`src/hdl/tppc_pkg.sv`:
```
`timescale 1ns / 1ps
`default_nettype none
package tppc_pkg;

    localparam int FRAC_BITS    = 12;
    localparam int CORDIC_STEPS = 16;
    localparam int MAX_STEPS    = 24;
    localparam int CS_N = (CORDIC_STEPS < MAX_STEPS) ? CORDIC_STEPS : MAX_STEPS;

    localparam int ANG_FRAC   = 30;
    localparam int TRIG_SHIFT = 14;
    localparam int PHI_SHL    = ANG_FRAC - 2 * FRAC_BITS;
    localparam int PM_W       = 30;
    localparam int PHI_W      = PM_W + ((PHI_SHL > 0) ? PHI_SHL : 0);
    localparam int HM_W       = 36;
    localparam int M_W        = (PHI_W > HM_W) ? PHI_W : HM_W;
    localparam int RED_N      = M_W - 32;
    localparam int AM_W       = 33;
    localparam int Z_W        = 34;
    localparam int X_W        = 34;
    localparam int C_W        = 18;
    localparam int CHV_W      = C_W + 16;

    localparam int DV_NW = 68;
    localparam int DV_DW = 33;
    localparam int DV_QW = 41;
    localparam int T_W   = DV_QW + 2;

    localparam int FRONT_LAT = RED_N + 6;
    localparam int P0_STG    = FRONT_LAT + CS_N;
    localparam int P6_STG    = P0_STG + 6 + DV_QW;
    localparam int OUT_STG   = P6_STG + DV_QW + 1;

    localparam logic [34:0] PI_Q30      = 35'd3373259426;
    localparam logic [34:0] HALF_PI_Q30 = 35'd1686629713;
    localparam logic [34:0] TWO_PI_Q30  = 35'd6746518852;
    localparam logic signed [X_W-1:0] GAIN_Q30 = 34'sd652032874;

    localparam logic signed [Z_W-1:0] ATAN_Q30 [MAX_STEPS] = '{
        34'sd843314857, 34'sd497837829, 34'sd263043837, 34'sd133525159,
        34'sd67021687,  34'sd33543516,  34'sd16775851,  34'sd8388437,
        34'sd4194283,   34'sd2097149,   34'sd1048576,   34'sd524288,
        34'sd262144,    34'sd131072,    34'sd65536,     34'sd32768,
        34'sd16384,     34'sd8192,      34'sd4096,      34'sd2048,
        34'sd1024,      34'sd512,       34'sd256,       34'sd128
    };

    // count * 2^30 / 1000 = count * HQ_K + (count * HQ_R + HQ_H) / 125
    localparam logic [20:0] HQ_K    = 21'd1073741;
    localparam logic [6:0]  HQ_R    = 7'd103;
    localparam logic [5:0]  HQ_H    = 6'd62;
    localparam logic [15:0] RCP125  = 16'd33555;
    localparam int          RCP_SH  = 22;
    localparam logic [6:0]  DIV125  = 7'd125;

    localparam logic [DV_QW-1:0] QCLAMP       = DV_QW'(1) << (DV_QW - 1);
    localparam logic [DV_QW-1:0] RATE_POS_MAX = DV_QW'(32767);
    localparam logic [DV_QW-1:0] RATE_NEG_MAX = DV_QW'(32768);
    localparam logic [7:0]       PP_GAIN      = 8'd200;

    localparam logic [1:0] CFG_HITCH_OFFSET = 2'd0;
    localparam logic [1:0] CFG_WHEELBASE    = 2'd1;
    localparam logic [1:0] CFG_STEER_GAIN   = 2'd2;

    localparam logic [14:0] HITCH_OFFSET_RST = 15'd1229;
    localparam logic [14:0] WHEELBASE_RST    = 15'd2654;
    localparam logic [12:0] STEER_GAIN_RST   = 13'd2441;

    localparam logic [1:0] ST_OK     = 2'd0;
    localparam logic [1:0] ST_ORIGIN = 2'd1;
    localparam logic [1:0] ST_SAT    = 2'd2;

    typedef struct packed {
        logic signed [15:0] hitch_count;
        logic signed [15:0] cmd_linear;
        logic signed [15:0] cmd_angular;
        logic signed [15:0] look_lateral_cm;
        logic signed [15:0] look_forward_cm;
    } t_in_word;

    typedef struct packed {
        logic signed [15:0] trailer_speed;
        logic signed [15:0] trailer_turn_rate;
        logic [1:0]         status;
    } t_out_word;

    typedef struct packed {
        logic signed [Z_W-1:0] z_hitch;
        logic signed [Z_W-1:0] z_steer;
        logic                  flip;
    } t_angles;

    typedef struct packed {
        logic signed [CHV_W-1:0] chv;
        logic                    neg;
    } t_spd_side;

    typedef struct packed {
        logic sat;
        logic origin;
        logic lat_neg;
    } t_rate_side;

    function automatic logic [16:0] abs16(input logic signed [15:0] a);
        logic signed [16:0] e;
        e = {a[15], a};
        return a[15] ? 17'(-e) : 17'(e);
    endfunction

    function automatic logic [C_W-1:0] abs_c(input logic signed [C_W-1:0] a);
        return a[C_W-1] ? C_W'(-a) : C_W'(a);
    endfunction

endpackage
`default_nettype wire

```
`src/hdl/tppc_cordic.sv`:
```
`timescale 1ns / 1ps
`default_nettype none
module tppc_cordic (
    input  logic                                  i_clk,
    input  logic signed [tppc_pkg::Z_W-1:0]       i_z,
    output logic signed [tppc_pkg::C_W-1:0]       o_c,
    output logic signed [tppc_pkg::C_W-1:0]       o_s
);

    localparam int N   = tppc_pkg::CS_N;
    localparam int X_W = tppc_pkg::X_W;
    localparam int Z_W = tppc_pkg::Z_W;
    localparam int C_W = tppc_pkg::C_W;
    localparam logic signed [X_W-1:0] TRIG_RND = X_W'(1) <<< (tppc_pkg::TRIG_SHIFT - 1);

    logic signed [X_W-1:0] r_x [N];
    logic signed [X_W-1:0] r_y [N];
    logic signed [Z_W-1:0] r_z [N];
    logic signed [X_W-1:0] n_cr, n_sr;

    for (genvar i = 0; i < N; i++) begin : g_stage
        logic signed [X_W-1:0] n_x, n_y;
        logic signed [Z_W-1:0] n_z;
        if (i == 0) begin : g_first
            assign n_x = tppc_pkg::GAIN_Q30;
            assign n_y = '0;
            assign n_z = i_z;
        end else begin : g_next
            assign n_x = r_x[i-1];
            assign n_y = r_y[i-1];
            assign n_z = r_z[i-1];
        end
        always_ff @(posedge i_clk) begin
            if (!n_z[Z_W-1]) begin
                r_x[i] <= n_x - (n_y >>> i);
                r_y[i] <= n_y + (n_x >>> i);
                r_z[i] <= n_z - tppc_pkg::ATAN_Q30[i];
            end else begin
                r_x[i] <= n_x + (n_y >>> i);
                r_y[i] <= n_y - (n_x >>> i);
                r_z[i] <= n_z + tppc_pkg::ATAN_Q30[i];
            end
        end
    end

    assign n_cr = (r_x[N-1] + TRIG_RND) >>> tppc_pkg::TRIG_SHIFT;
    assign n_sr = (r_y[N-1] + TRIG_RND) >>> tppc_pkg::TRIG_SHIFT;
    assign o_c  = n_cr[C_W-1:0];
    assign o_s  = n_sr[C_W-1:0];

endmodule
`default_nettype wire

```
`config.mk`:
```
export PLATFORM = sky130hd
export DESIGN_NAME = tppc_cordic
export DESIGN_NICKNAME = d
export VERILOG_FILES = /design/src/hdl/tppc_pkg.sv /design/src/hdl/tppc_cordic.sv
export SDC_FILE = /design/constraint.sdc
export NUM_CORES = 2
export LEC_CHECK = 0
export BUFFER_PORTS_ARGS = -buffer_cell sky130_fd_sc_hd__buf_4
export CAP_MARGIN = 0
export CELL_PAD_IN_SITES_DETAIL_PLACEMENT = 0
export CELL_PAD_IN_SITES_GLOBAL_PLACEMENT = 2
export CORE_ASPECT_RATIO = 1.75
export CORE_MARGIN = 3
export CORE_UTILIZATION = 32
export CTS_CLUSTER_DIAMETER = 40
export DETAILED_ROUTE_END_ITERATION = 8
export PLACE_DENSITY_LB_ADDON = 0.1
export SLEW_MARGIN = 25
export SYNTH_ARGS = -nofsm -noshare
export SYNTH_HDL_FRONTEND = slang
export SYNTH_SLANG_ARGS = --single-unit
```
`constraint.sdc`:
```
create_clock -name i_clk -period 6.69 [get_ports i_clk]
set_input_delay 1.338 -clock i_clk [delete_from_list [all_inputs] [get_ports i_clk]]
set_output_delay 1.338 -clock i_clk [all_outputs]
set_load 0.02 [all_outputs]
```
==> out/metrics.yaml <==
place:
  dpl_cell_area_um2: 108000
  gp_congestion: 0.934
  io_buffers: 70
  hpwlAfterDp_mm: 308
synth:
  syn_area_um2: 102000
  synthCells: 12000
  ys_warn_count: 0
  synth_top_cell_area_share_pct: 26.7
  syn-num-nets: 13500
  ys_async_sr_fraction_pct: 0
  seq_area_frac_synth_pct: 26.7
  ys_dominant_reg_cell: "dfxtp_1"
  syn_avg_cell_area_um2: 8.48
  synth_seq_cells: 1362
  yosys-top-cells-area: "dfxtp_1, ha_1, xnor2_1"
  synth_top_cell_by_area: "dfxtp_1"
  synth_cell_types: 94
  synth_edf_count: 0
clock_tree:
  hold_buffers: 0
  clock_sinks: 1362
  clk_latency_ns: 0.92
  numCtsBuffers: 224
  clock_path_buffers: 4
  path_clk_slew_ns: 0.06
  cts_setup_buffers: 0
  cts_tree: "built"
  clock-root-buffer: "clkbuf_16"
  ctsResizeCount: 0
  cts_max_level: 4
timing:
  setup_tns_ns: 0
  relSlewSlack_pct: 11.6
  slew_viol_final: 0
  grt_setup_unrepaired: "no"
  period_needed_ns: 5.75
  fmax_mhz: 174
  worst_pin_slew_ns: 1.32
  fin_skew_ns: 0.0895
  setup_viol: 0
  min_period_over_period_pct: 85.9
  hold_viol: 0
finish:
  final_common_cell: "a21oi_1"
  drive_gt1_share_pct: 6.16
  synthToLayoutAreaGrowth_pct: 14.0
  nNetsFinal: 13700
  finalInstanceArea_um2: 116000
  mostFrequentLayoutCells: "a21oi_1, dfxtp_1, ha_1, xnor2_1, nor2_1"
grt:
  antenna_found_initial: 33
  grt_pass1_vias: 90600
  grt_first_pass_wirelength_mm: 544
  grt_usage_pct: 21.8
  grt_max_degree: 76
  gr-total-overflow: 0
detailed_routing:
  drt_iter0_drc: 3163
  antenna_left: 0
  drt_wl_total_mm: 364
  viasPerCell: 5.18
  drc: 0
  vias: 86800
  routedWlPerCell_um: 21.7
  first_pass_iters: 5
die:
  die_area_um2: 326000
  io_pins: 71
  rows: 273
  die_h_um: 754
  coreArea_um2: 317000
  start_util_pct: 32.2
  die_w_um: 433
min_path:
  hold_path_class: "reg2reg"
critical_path:
  start_kind: "flop"
  crit_type: "reg2reg"
  crit_arrival_ns: 6.53
  critPathMaxFanout: 5
  cp-end-kind: "flop"
  required_ns: 7.47
flow_run:
  cap_violations: 0
outcome:
  outcome: "finished, final reports clean"
[layer usage]
metal	track usage (%)	up-vias	wire (µm)
li1	-	44000	-
met1	17.9	40800	114000
met2	45.6	1244	210000
met3	1.94	824	6810
met4	17.0	4	32800
met5	0	-	27
[critical path, cell delays in order, from the launching register on]
cell	delay (ns)
dfxtp_1	0.34
inv_1	0.08
ha_1	0.17
nand2b_1	0.09
nor4_1	0.35
nor2b_1	0.29
nand2_1	0.08
nor2_1	0.25
nand2_1	0.13
nor4_1	0.55
nor2_1	0.11
xnor2_1	0.16
ha_1	0.36
a21o_1	0.21
a21oi_1	0.14
o21bai_1	0.10
a211oi_1	0.35
nor2_1	0.12
o41ai_1	0.49
o21ai_0	0.28
a41oi_1	0.47
o21ai_0	0.16
a21oi_1	0.20
xnor2_1	0.13
[state kept, by name, indices dropped and copies added, names as in the netlist]
signal	cells
r_z	397
r_x	469
r_y	496
[synth_stat cells, drive strengths merged, types with 32 or more instances]
cell type and instances:
nor2 1088, mux2i 45, xnor2 1179, and2 81, a21boi 39, xor2 609
nor3b 39, dfxtp 1362, and3 108, o41ai 50, a21o 617, o21bai 202
o21a 194, clkbuf 123, o31ai 40, inv 521, a31oi 117, nor2b 161
nor3 312, nand2 564, a21oi 1385, nand3 220, nand2b 182, o21ai 482
ha 1343, or2 45, or3 58, buf 32, o211ai 45, nor4 87
mux2 50, fa 41, nand4 64, a211oi 107
[cell type report]
| class | count | area (µm²) |
|---|---|---|
| multi-input cells | 10000 | 72500 |
| repair buffers | 163 | 1240 |
| clock inverters | 155 | 1860 |
| diodes | 169 | 423 |
| fillers | 32900 | 201000 |
| flip-flops and latches | 1362 | 27300 |
| inverters | 523 | 1960 |
| clock buffers | 255 | 5970 |
| well taps | 4125 | 5160 |
[kinds of logic after synthesis]
logic type | synth area share, %
compound gates | 22.5
xor+xnor | 15.3
fa+ha+maj | 17.2
buf+inv | 2.49
flops | 26.7
mux | 0.992
simple gates | 14.7
[metrics by stage]
| step | worst slack [ns] | cells | hold slack, ns | utilization [%] |
|---|---|---|---|---|
| 6_report | 0.942 | 16800 | 0.325 | 36.7 |
| 5_1_grt | 0.346 | 16800 | 0.329 | 36.7 |
| 4_1_cts | 0.937 | 16600 | 0.326 | 36.6 |
| 3_5_place_dp | 1.06 | 16200 | 0.312 | 34.1 |
| 3_3_place_gp | 0.814 | 16200 | 0.312 | 34.1 |
| 2_1_floorplan | 1.95 | 12000 | 0.310 | - |
[worst paths after layout]
kind | end | depth (start not counted) | slack, ns | start
worst max-delay path | r_y[2][33] | 23 | 0.94 | r_x[1][38]
worst min-delay path | r_z[13][16] | 0 | 0.33 | r_z[12][16]
worst max register to register | r_y[2][33] | 23 | 0.94 | r_x[1][38]
worst min register to register | r_z[13][16] | 0 | 0.33 | r_z[12][16]
Power is not shown: default switching activity piles up to over one toggle a cycle in this logic, so the estimate is an artifact.
