<file path="src/hdl/tppc_pkg.sv">
`timescale 1ns / 1ps
`default_nettype none
package tppc_pkg;

    localparam int FRAC_BITS    = 12;
    localparam int CORDIC_STEPS = 16;
    localparam int MAX_STEPS    = 24;
    localparam int CS_N = (CORDIC_STEPS < MAX_STEPS) ? CORDIC_STEPS : MAX_STEPS;

    localparam int ANG_FRAC   = 30;
    localparam int TRIG_SHIFT = 14;
    localparam int PHI_SHL    = ANG_FRAC - 2 * FRAC_BITS;
    localparam int PM_W       = 30;
    localparam int PHI_W      = PM_W + ((PHI_SHL > 0) ? PHI_SHL : 0);
    localparam int HM_W       = 36;
    localparam int M_W        = (PHI_W > HM_W) ? PHI_W : HM_W;
    localparam int RED_N      = M_W - 32;
    localparam int AM_W       = 33;
    localparam int Z_W        = 34;
    localparam int X_W        = 34;
    localparam int C_W        = 18;
    localparam int CHV_W      = C_W + 16;

    localparam int DV_NW = 68;
    localparam int DV_DW = 33;
    localparam int DV_QW = 41;
    localparam int T_W   = DV_QW + 2;

    localparam int FRONT_LAT = RED_N + 6;
    localparam int P0_STG    = FRONT_LAT + CS_N;
    localparam int P6_STG    = P0_STG + 6 + DV_QW;
    localparam int OUT_STG   = P6_STG + DV_QW + 1;

    localparam logic [34:0] PI_Q30      = 35'd3373259426;
    localparam logic [34:0] HALF_PI_Q30 = 35'd1686629713;
    localparam logic [34:0] TWO_PI_Q30  = 35'd6746518852;
    localparam logic signed [X_W-1:0] GAIN_Q30 = 34'sd652032874;

    localparam logic signed [Z_W-1:0] ATAN_Q30 [MAX_STEPS] = '{
        34'sd843314857, 34'sd497837829, 34'sd263043837, 34'sd133525159,
        34'sd67021687,  34'sd33543516,  34'sd16775851,  34'sd8388437,
        34'sd4194283,   34'sd2097149,   34'sd1048576,   34'sd524288,
        34'sd262144,    34'sd131072,    34'sd65536,     34'sd32768,
        34'sd16384,     34'sd8192,      34'sd4096,      34'sd2048,
        34'sd1024,      34'sd512,       34'sd256,       34'sd128
    };

    // count * 2^30 / 1000 = count * HQ_K + (count * HQ_R + HQ_H) / 125
    localparam logic [20:0] HQ_K    = 21'd1073741;
    localparam logic [6:0]  HQ_R    = 7'd103;
    localparam logic [5:0]  HQ_H    = 6'd62;
    localparam logic [15:0] RCP125  = 16'd33555;
    localparam int          RCP_SH  = 22;
    localparam logic [6:0]  DIV125  = 7'd125;

    localparam logic [DV_QW-1:0] QCLAMP       = DV_QW'(1) << (DV_QW - 1);
    localparam logic [DV_QW-1:0] RATE_POS_MAX = DV_QW'(32767);
    localparam logic [DV_QW-1:0] RATE_NEG_MAX = DV_QW'(32768);
    localparam logic [7:0]       PP_GAIN      = 8'd200;

    localparam logic [1:0] CFG_HITCH_OFFSET = 2'd0;
    localparam logic [1:0] CFG_WHEELBASE    = 2'd1;
    localparam logic [1:0] CFG_STEER_GAIN   = 2'd2;

    localparam logic [14:0] HITCH_OFFSET_RST = 15'd1229;
    localparam logic [14:0] WHEELBASE_RST    = 15'd2654;
    localparam logic [12:0] STEER_GAIN_RST   = 13'd2441;

    localparam logic [1:0] ST_OK     = 2'd0;
    localparam logic [1:0] ST_ORIGIN = 2'd1;
    localparam logic [1:0] ST_SAT    = 2'd2;

    typedef struct packed {
        logic signed [15:0] hitch_count;
        logic signed [15:0] cmd_linear;
        logic signed [15:0] cmd_angular;
        logic signed [15:0] look_lateral_cm;
        logic signed [15:0] look_forward_cm;
    } t_in_word;

    typedef struct packed {
        logic signed [15:0] trailer_speed;
        logic signed [15:0] trailer_turn_rate;
        logic [1:0]         status;
    } t_out_word;

    typedef struct packed {
        logic signed [Z_W-1:0] z_hitch;
        logic signed [Z_W-1:0] z_steer;
        logic                  flip;
    } t_angles;

    typedef struct packed {
        logic signed [CHV_W-1:0] chv;
        logic                    neg;
    } t_spd_side;

    typedef struct packed {
        logic sat;
        logic origin;
        logic lat_neg;
    } t_rate_side;

    function automatic logic [16:0] abs16(input logic signed [15:0] a);
        logic signed [16:0] e;
        e = {a[15], a};
        return a[15] ? 17'(-e) : 17'(e);
    endfunction

    function automatic logic [C_W-1:0] abs_c(input logic signed [C_W-1:0] a);
        return a[C_W-1] ? C_W'(-a) : C_W'(a);
    endfunction

endpackage
`default_nettype wire

</file>
<file path="src/hdl/tppc_front.sv">
`timescale 1ns / 1ps
`default_nettype none
module tppc_front (
    input  logic                 i_clk,
    input  logic signed [15:0]   i_hitch_count,
    input  logic signed [15:0]   i_cmd_angular,
    input  logic [12:0]          i_steer_gain,
    output tppc_pkg::t_angles    o_ang
);

    localparam int M_W  = tppc_pkg::M_W;
    localparam int AM_W = tppc_pkg::AM_W;
    localparam int Z_W  = tppc_pkg::Z_W;
    localparam int RN   = tppc_pkg::RED_N;
    localparam int PM_W = tppc_pkg::PM_W;
    localparam int HM_W = tppc_pkg::HM_W;
    localparam int SH   = tppc_pkg::RCP_SH;
    localparam logic [AM_W-1:0] PI_A   = AM_W'(tppc_pkg::PI_Q30);
    localparam logic [AM_W-1:0] HPI_A  = AM_W'(tppc_pkg::HALF_PI_Q30);
    localparam logic [AM_W-1:0] TPI_A  = AM_W'(tppc_pkg::TWO_PI_Q30);

    logic [16:0]      r0_hmag, r0_wmag;
    logic             r0_hneg, r0_wneg;
    logic [HM_W-1:0]  r1_hq;
    logic [23:0]      r1_x;
    logic [PM_W-1:0]  r1_pm;
    logic             r1_hneg, r1_wneg;
    logic [HM_W-1:0]  r2_hq;
    logic [23:0]      r2_x;
    logic [17:0]      r2_qe;
    logic [PM_W-1:0]  r2_pm;
    logic             r2_hneg, r2_wneg;
    logic [M_W-1:0]   r3_hm, r3_pm;
    logic             r3_hneg, r3_wneg;
    logic [M_W-1:0]   r_rh [RN];
    logic [M_W-1:0]   r_rp [RN];
    logic             r_rhn [RN];
    logic             r_rwn [RN];
    logic [AM_W-1:0]  r7_hm, r7_pm;
    logic             r7_hs, r7_ps;
    logic signed [Z_W-1:0] r8_zh, r8_zp;
    logic             r8_flip;

    logic [39:0]      n_rcp;
    logic [24:0]      n_q125;
    logic             n_corr;
    logic [M_W-1:0]   n_pm;
    logic [AM_W-1:0]  n_mh, n_mp, n_h3, n_p3;
    logic             n_hfold, n_pfold;

    assign n_rcp  = 40'(r1_x) * 40'(tppc_pkg::RCP125);
    assign n_q125 = 25'(r2_qe) * 25'(tppc_pkg::DIV125);
    assign n_corr = n_q125 > 25'(r2_x);

    if (tppc_pkg::PHI_SHL >= 0) begin : g_shl
        assign n_pm = M_W'(r2_pm) << tppc_pkg::PHI_SHL;
    end else begin : g_shr
        assign n_pm = M_W'((r2_pm + (PM_W'(1) << (-tppc_pkg::PHI_SHL - 1)))
                           >> (-tppc_pkg::PHI_SHL));
    end

    always_ff @(posedge i_clk) begin
        r0_hmag <= tppc_pkg::abs16(i_hitch_count);
        r0_hneg <= !i_hitch_count[15] && (i_hitch_count != 16'sd0);
        r0_wmag <= tppc_pkg::abs16(i_cmd_angular);
        r0_wneg <= i_cmd_angular[15];

        r1_hq   <= HM_W'(r0_hmag) * HM_W'(tppc_pkg::HQ_K);
        r1_x    <= 24'(r0_hmag) * 24'(tppc_pkg::HQ_R) + 24'(tppc_pkg::HQ_H);
        r1_pm   <= PM_W'(i_steer_gain) * PM_W'(r0_wmag);
        r1_hneg <= r0_hneg;
        r1_wneg <= r0_wneg;

        r2_hq   <= r1_hq;
        r2_x    <= r1_x;
        r2_qe   <= n_rcp[SH+17:SH];
        r2_pm   <= r1_pm;
        r2_hneg <= r1_hneg;
        r2_wneg <= r1_wneg;

        r3_hm   <= M_W'(r2_hq) + M_W'(r2_qe) - M_W'(n_corr);
        r3_pm   <= n_pm;
        r3_hneg <= r2_hneg;
        r3_wneg <= r2_wneg;
    end

    for (genvar j = 0; j < RN; j++) begin : g_red
        localparam int K = RN - 1 - j;
        localparam logic [M_W:0] SUB = (M_W + 1)'(tppc_pkg::TWO_PI_Q30) << K;
        logic [M_W-1:0] n_h, n_p;
        logic           n_hn, n_wn;
        if (j == 0) begin : g_first
            assign n_h  = r3_hm;
            assign n_p  = r3_pm;
            assign n_hn = r3_hneg;
            assign n_wn = r3_wneg;
        end else begin : g_next
            assign n_h  = r_rh[j-1];
            assign n_p  = r_rp[j-1];
            assign n_hn = r_rhn[j-1];
            assign n_wn = r_rwn[j-1];
        end
        always_ff @(posedge i_clk) begin
            r_rh[j]  <= ({1'b0, n_h} >= SUB) ? M_W'({1'b0, n_h} - SUB) : n_h;
            r_rp[j]  <= ({1'b0, n_p} >= SUB) ? M_W'({1'b0, n_p} - SUB) : n_p;
            r_rhn[j] <= n_hn;
            r_rwn[j] <= n_wn;
        end
    end

    assign n_mh    = r_rh[RN-1][AM_W-1:0];
    assign n_mp    = r_rp[RN-1][AM_W-1:0];
    assign n_hfold = r7_hm > HPI_A;
    assign n_pfold = r7_pm > HPI_A;
    assign n_h3    = n_hfold ? PI_A - r7_hm : r7_hm;
    assign n_p3    = n_pfold ? PI_A - r7_pm : r7_pm;

    always_ff @(posedge i_clk) begin
        r7_hm   <= (n_mh > PI_A) ? TPI_A - n_mh : n_mh;
        r7_hs   <= r_rhn[RN-1] ^ (n_mh > PI_A);
        r7_pm   <= (n_mp > PI_A) ? TPI_A - n_mp : n_mp;
        r7_ps   <= r_rwn[RN-1] ^ (n_mp > PI_A);

        r8_zh   <= (r7_hs ^ n_hfold) ? -$signed(Z_W'(n_h3)) : $signed(Z_W'(n_h3));
        r8_zp   <= (r7_ps ^ n_pfold) ? -$signed(Z_W'(n_p3)) : $signed(Z_W'(n_p3));
        r8_flip <= n_hfold;
    end

    assign o_ang.z_hitch = r8_zh;
    assign o_ang.z_steer = r8_zp;
    assign o_ang.flip    = r8_flip;

endmodule
`default_nettype wire

</file>
<file path="config.mk">
export PLATFORM = sky130hd
export DESIGN_NAME = tppc_front
export DESIGN_NICKNAME = d
export VERILOG_FILES = /design/src/hdl/tppc_pkg.sv /design/src/hdl/tppc_front.sv
export SDC_FILE = /design/constraint.sdc
export NUM_CORES = 2
export LEC_CHECK = 0
export CORE_MARGIN = 3
export CORE_UTILIZATION = 59
export DETAILED_ROUTE_END_ITERATION = 6
export DONT_BUFFER_PORTS = 1
export GPL_TIMING_DRIVEN = 0
export PLACE_DENSITY = 0.75
export SYNTH_ARGS = -nofsm -noshare
export SYNTH_HDL_FRONTEND = slang
export SYNTH_SLANG_ARGS = --single-unit
</file>
<file path="constraint.sdc">
create_clock -name i_clk -period 8 [get_ports i_clk]
set_clock_uncertainty 0.1 [all_clocks]
set_input_delay 1.6 -clock i_clk [delete_from_list [all_inputs] [get_ports i_clk]]
set_output_delay 1.6 -clock i_clk [all_outputs]
set_load 0.005 [all_outputs]
</file>
==> flow_summary.ini <==
[status]
status = complete, but fails checks
failed_checks = setup timing

[layout]
syn_to_final_growth_pct = 9.53
n_antenna_cell = 0
finish.utilization = 0.657
final_common_cell = inv_1
layout_common_cells = inv_1, dfxtp_1, ha_1
nNetsFinal = 6698
post_route_cells_drive_above_1_share = 0.0587

[critical_path]
arrival_ns = 9.00
cp_slowest_cell = fa_1
reg2reg_slack_ns = -0.59
crit_type = reg2reg
crit_path_max_incr_delay_ns = 0.56
critical_path_required_ns = 8.41
cp-end-kind = flip-flop
cp_common_cell = fa_1
crit_path_start_kind = flip-flop
cp-startpoint = r2_qe[1]
reg2reg_to = g_red[0].n_h[32]
critPathMaxFanout = 3
endpoint = g_red[0].n_h[32]
crit_family = compound AO/OA/AOI/OAI gates
crit_cells = 35
worstReg2RegStart = r2_qe[1]
rr_worst_depth = 35
critical_path_buf_inv_count = 4

[logic_synthesis]
synth_top_area_frac = 0.278
ys_warn_count = 0
synth-edff-count = 0
netlist_instances = 5513
synth_top_cell_by_area = dfxtp_1
synthArstFlopShare = 0
ys_top_cells_by_area = dfxtp_1, fa_1, ha_1
synth-seq-cells = 714
ys_seq_area_frac = 0.278
syn_area_per_cell_sq_um = 9.34
dominantRegCellSynth = dfxtp_1
synthDistinctLibCells = 91
syn_area_sq_um = 51500

[floorplanning]
die_w_microns = 301
start_util = 0.600
placeableCoreArea_sq_um = 85800
dieHeight_microns = 301
num_io_pins = 115
row_count = 107
dieArea_sq_um = 90900

[global_routing]
grt_use_total = 0.242
grt_max_degree = 17
grt_pass1_wl_mm = 182
grt_pass1_vias = 37547
antenna_found_initial = 0
grt_overflow = 0

[cts]
cts_tree = done
root_buffer = clkbuf_16
cts.clk_slew.worst_paths_ns = 0.06
cts.sinks = 714
clk_latency_ns = 0.64
htreeDepth = 3
cts_buffers = 77
cts_buffer_depth = 3
hold_buffers = 0

[timing]
layout_min_cycle_time_ns = 8.59
hold-worst-slack_ns = 0.218
drv_slew = 0
hold_viol_final = 0
slew_headroom = 0.299
fin_crit_sh = 1.07
grt_setup_unrepaired = true
setup_slack_ns = -0.589
setup_viol = 19
fmax_mhz = 116
tightest_slew_ns = 1.04

[detailed_routing]
wl_mm = 109
drt_pre_antenna_iters = 7
detail_route.iter0.violations = 1951
ant_nets = 0
remaining_drc_errors = 0
wire_per_inst_microns = 16.0
via_count = 37363
viasPerCell = 5.46

[place]
gp_congestion = 0.918
dp_hpwl_mm = 85.7
io_buffers = 0

[job]
max_cap_viol_count = 0

[min_path]
min_path_type = reg2reg
[worst register-to-register path, delay by kind of cell, from the launching register on]
family | cells | cell delay [ns]
buffers and inverters | 4 | 0.36
AO/OA/AOI/OAI | 17 | 3.86
adder cells (fa/ha/maj) | 9 | 3.14
AND/OR/NAND/NOR | 4 | 0.55
XOR/XNOR | 1 | 0.09
flip-flops | 1 | 0.38
[stage by stage]
stage          cell area [sq um]  worst slack, ns  TNS [ns]  std cells
6_report                   56400           -0.589     -5.27       6838
4_1_cts                    56100           -0.392     -2.08       6816
3_5_place_dp               53100           -0.902     -9.32       6658
2_1_floorplan              51700         -0.00707  -0.00707       5514
3_3_place_gp               53100           -0.883     -8.50       6658
5_1_grt                    56400           -0.829    -10.02       6838
[what timing repair did]
item / 4_1_cts / 5_1_grt
setup buffers: 18 / 25
resized for setup: 36 / 49
pin swaps: 36 / 34
setup endpoints to repair: 24 / 26
[cell type report]
class,instances,area [sq um]
Fill cell,6774,29400
Clock buffer,101,2180
Buffer,135,547
Tap cell,1144,1430
Multi-Input combinational cell,3896,34100
Timing Repair Buffer,40,324
Sequential cell,714,14300
Inverter,769,2920
Clock inverter,39,538
[registers in the layout, indices dropped and copies added (netlist names), 24 cells and up]
name / count
g_red.n_h: 36
g_red.n_p: 30
r1_hq: 35
r1_pm: 30
r1_x: 24
r2_hq: 35
r2_pm: 30
r2_x: 24
r7_hm: 33
r7_pm: 31
r8_zh: 34
r8_zp: 33
r_rh: 141
r_rp: 127
[per-layer routing]
metal  global-route usage  part of all wire  routed length [microns]
met2                0.408              0.47                    51400
met1                0.318              0.45                    49000
met4               0.0735             0.027                     2960
met5                    0                 0                        0
met3               0.0412             0.055                     6070
[worst min-delay path by stage]
stage	from	to	slack, ns	cells past startpoint
final	r1_pm[16]	r2_pm[16]	0.22	0
after global routing	r1_hq[11]	r2_hq[11]	0.23	0
after CTS	r1_pm[8]	r2_pm[8]	0.22	0
after detailed placement	r2_pm[9]	g_red[0].n_p[15]	0.21	0
after global placement	r1_hq[15]	r2_hq[15]	0.21	0
after floorplan	r2_hneg	g_red[0].n_hn	0.21	0
[logic make-up after synthesis]
logic type	count (synthesis)	share of synthesized area
adder cells (fa/ha/maj)	1019	0.307
AND/OR/NAND/NOR	1417	0.135
XOR/XNOR	560	0.0953
buffers and inverters	904	0.0665
other	1	0.0000728
AO/OA/AOI/OAI	880	0.114
flip-flops	714	0.278
multiplexers	18	0.00360
[Yosys cell counts (all sizes together) (9+ instances only)]
| cell type | instances |
|---|---|
| o31a | 15 |
| a31oi | 38 |
| xor2 | 252 |
| nand4 | 32 |
| nor4 | 38 |
| o211ai | 20 |
| o22ai | 11 |
| nand3 | 76 |
| nor2b | 43 |
| nand4b | 11 |
| o31ai | 35 |
| nor4b | 11 |
| fa | 409 |
| o21a | 50 |
| a211oi | 35 |
| inv | 766 |
| nor3 | 131 |
| nor2 | 300 |
| nor3b | 22 |
| o21ai | 189 |
| clkbuf | 108 |
| or4 | 16 |
| ha | 610 |
| a31o | 10 |
| nand2 | 441 |
| dfxtp | 714 |
| a211o | 19 |
| nand3b | 19 |
| or3 | 40 |
| a21boi | 18 |
| xnor2 | 308 |
| and3 | 38 |
| a21oi | 209 |
| o21bai | 25 |
| o41a | 10 |
| a2111oi | 13 |
| nand2b | 38 |
| or2 | 29 |
| buf | 27 |
| and2 | 113 |
| o311ai | 9 |
| mux2i | 14 |
| a21o | 85 |
Power is left out: the tool's default activity adds up to more than one toggle a clock period on the data nets, which glitch-free logic cannot reach.
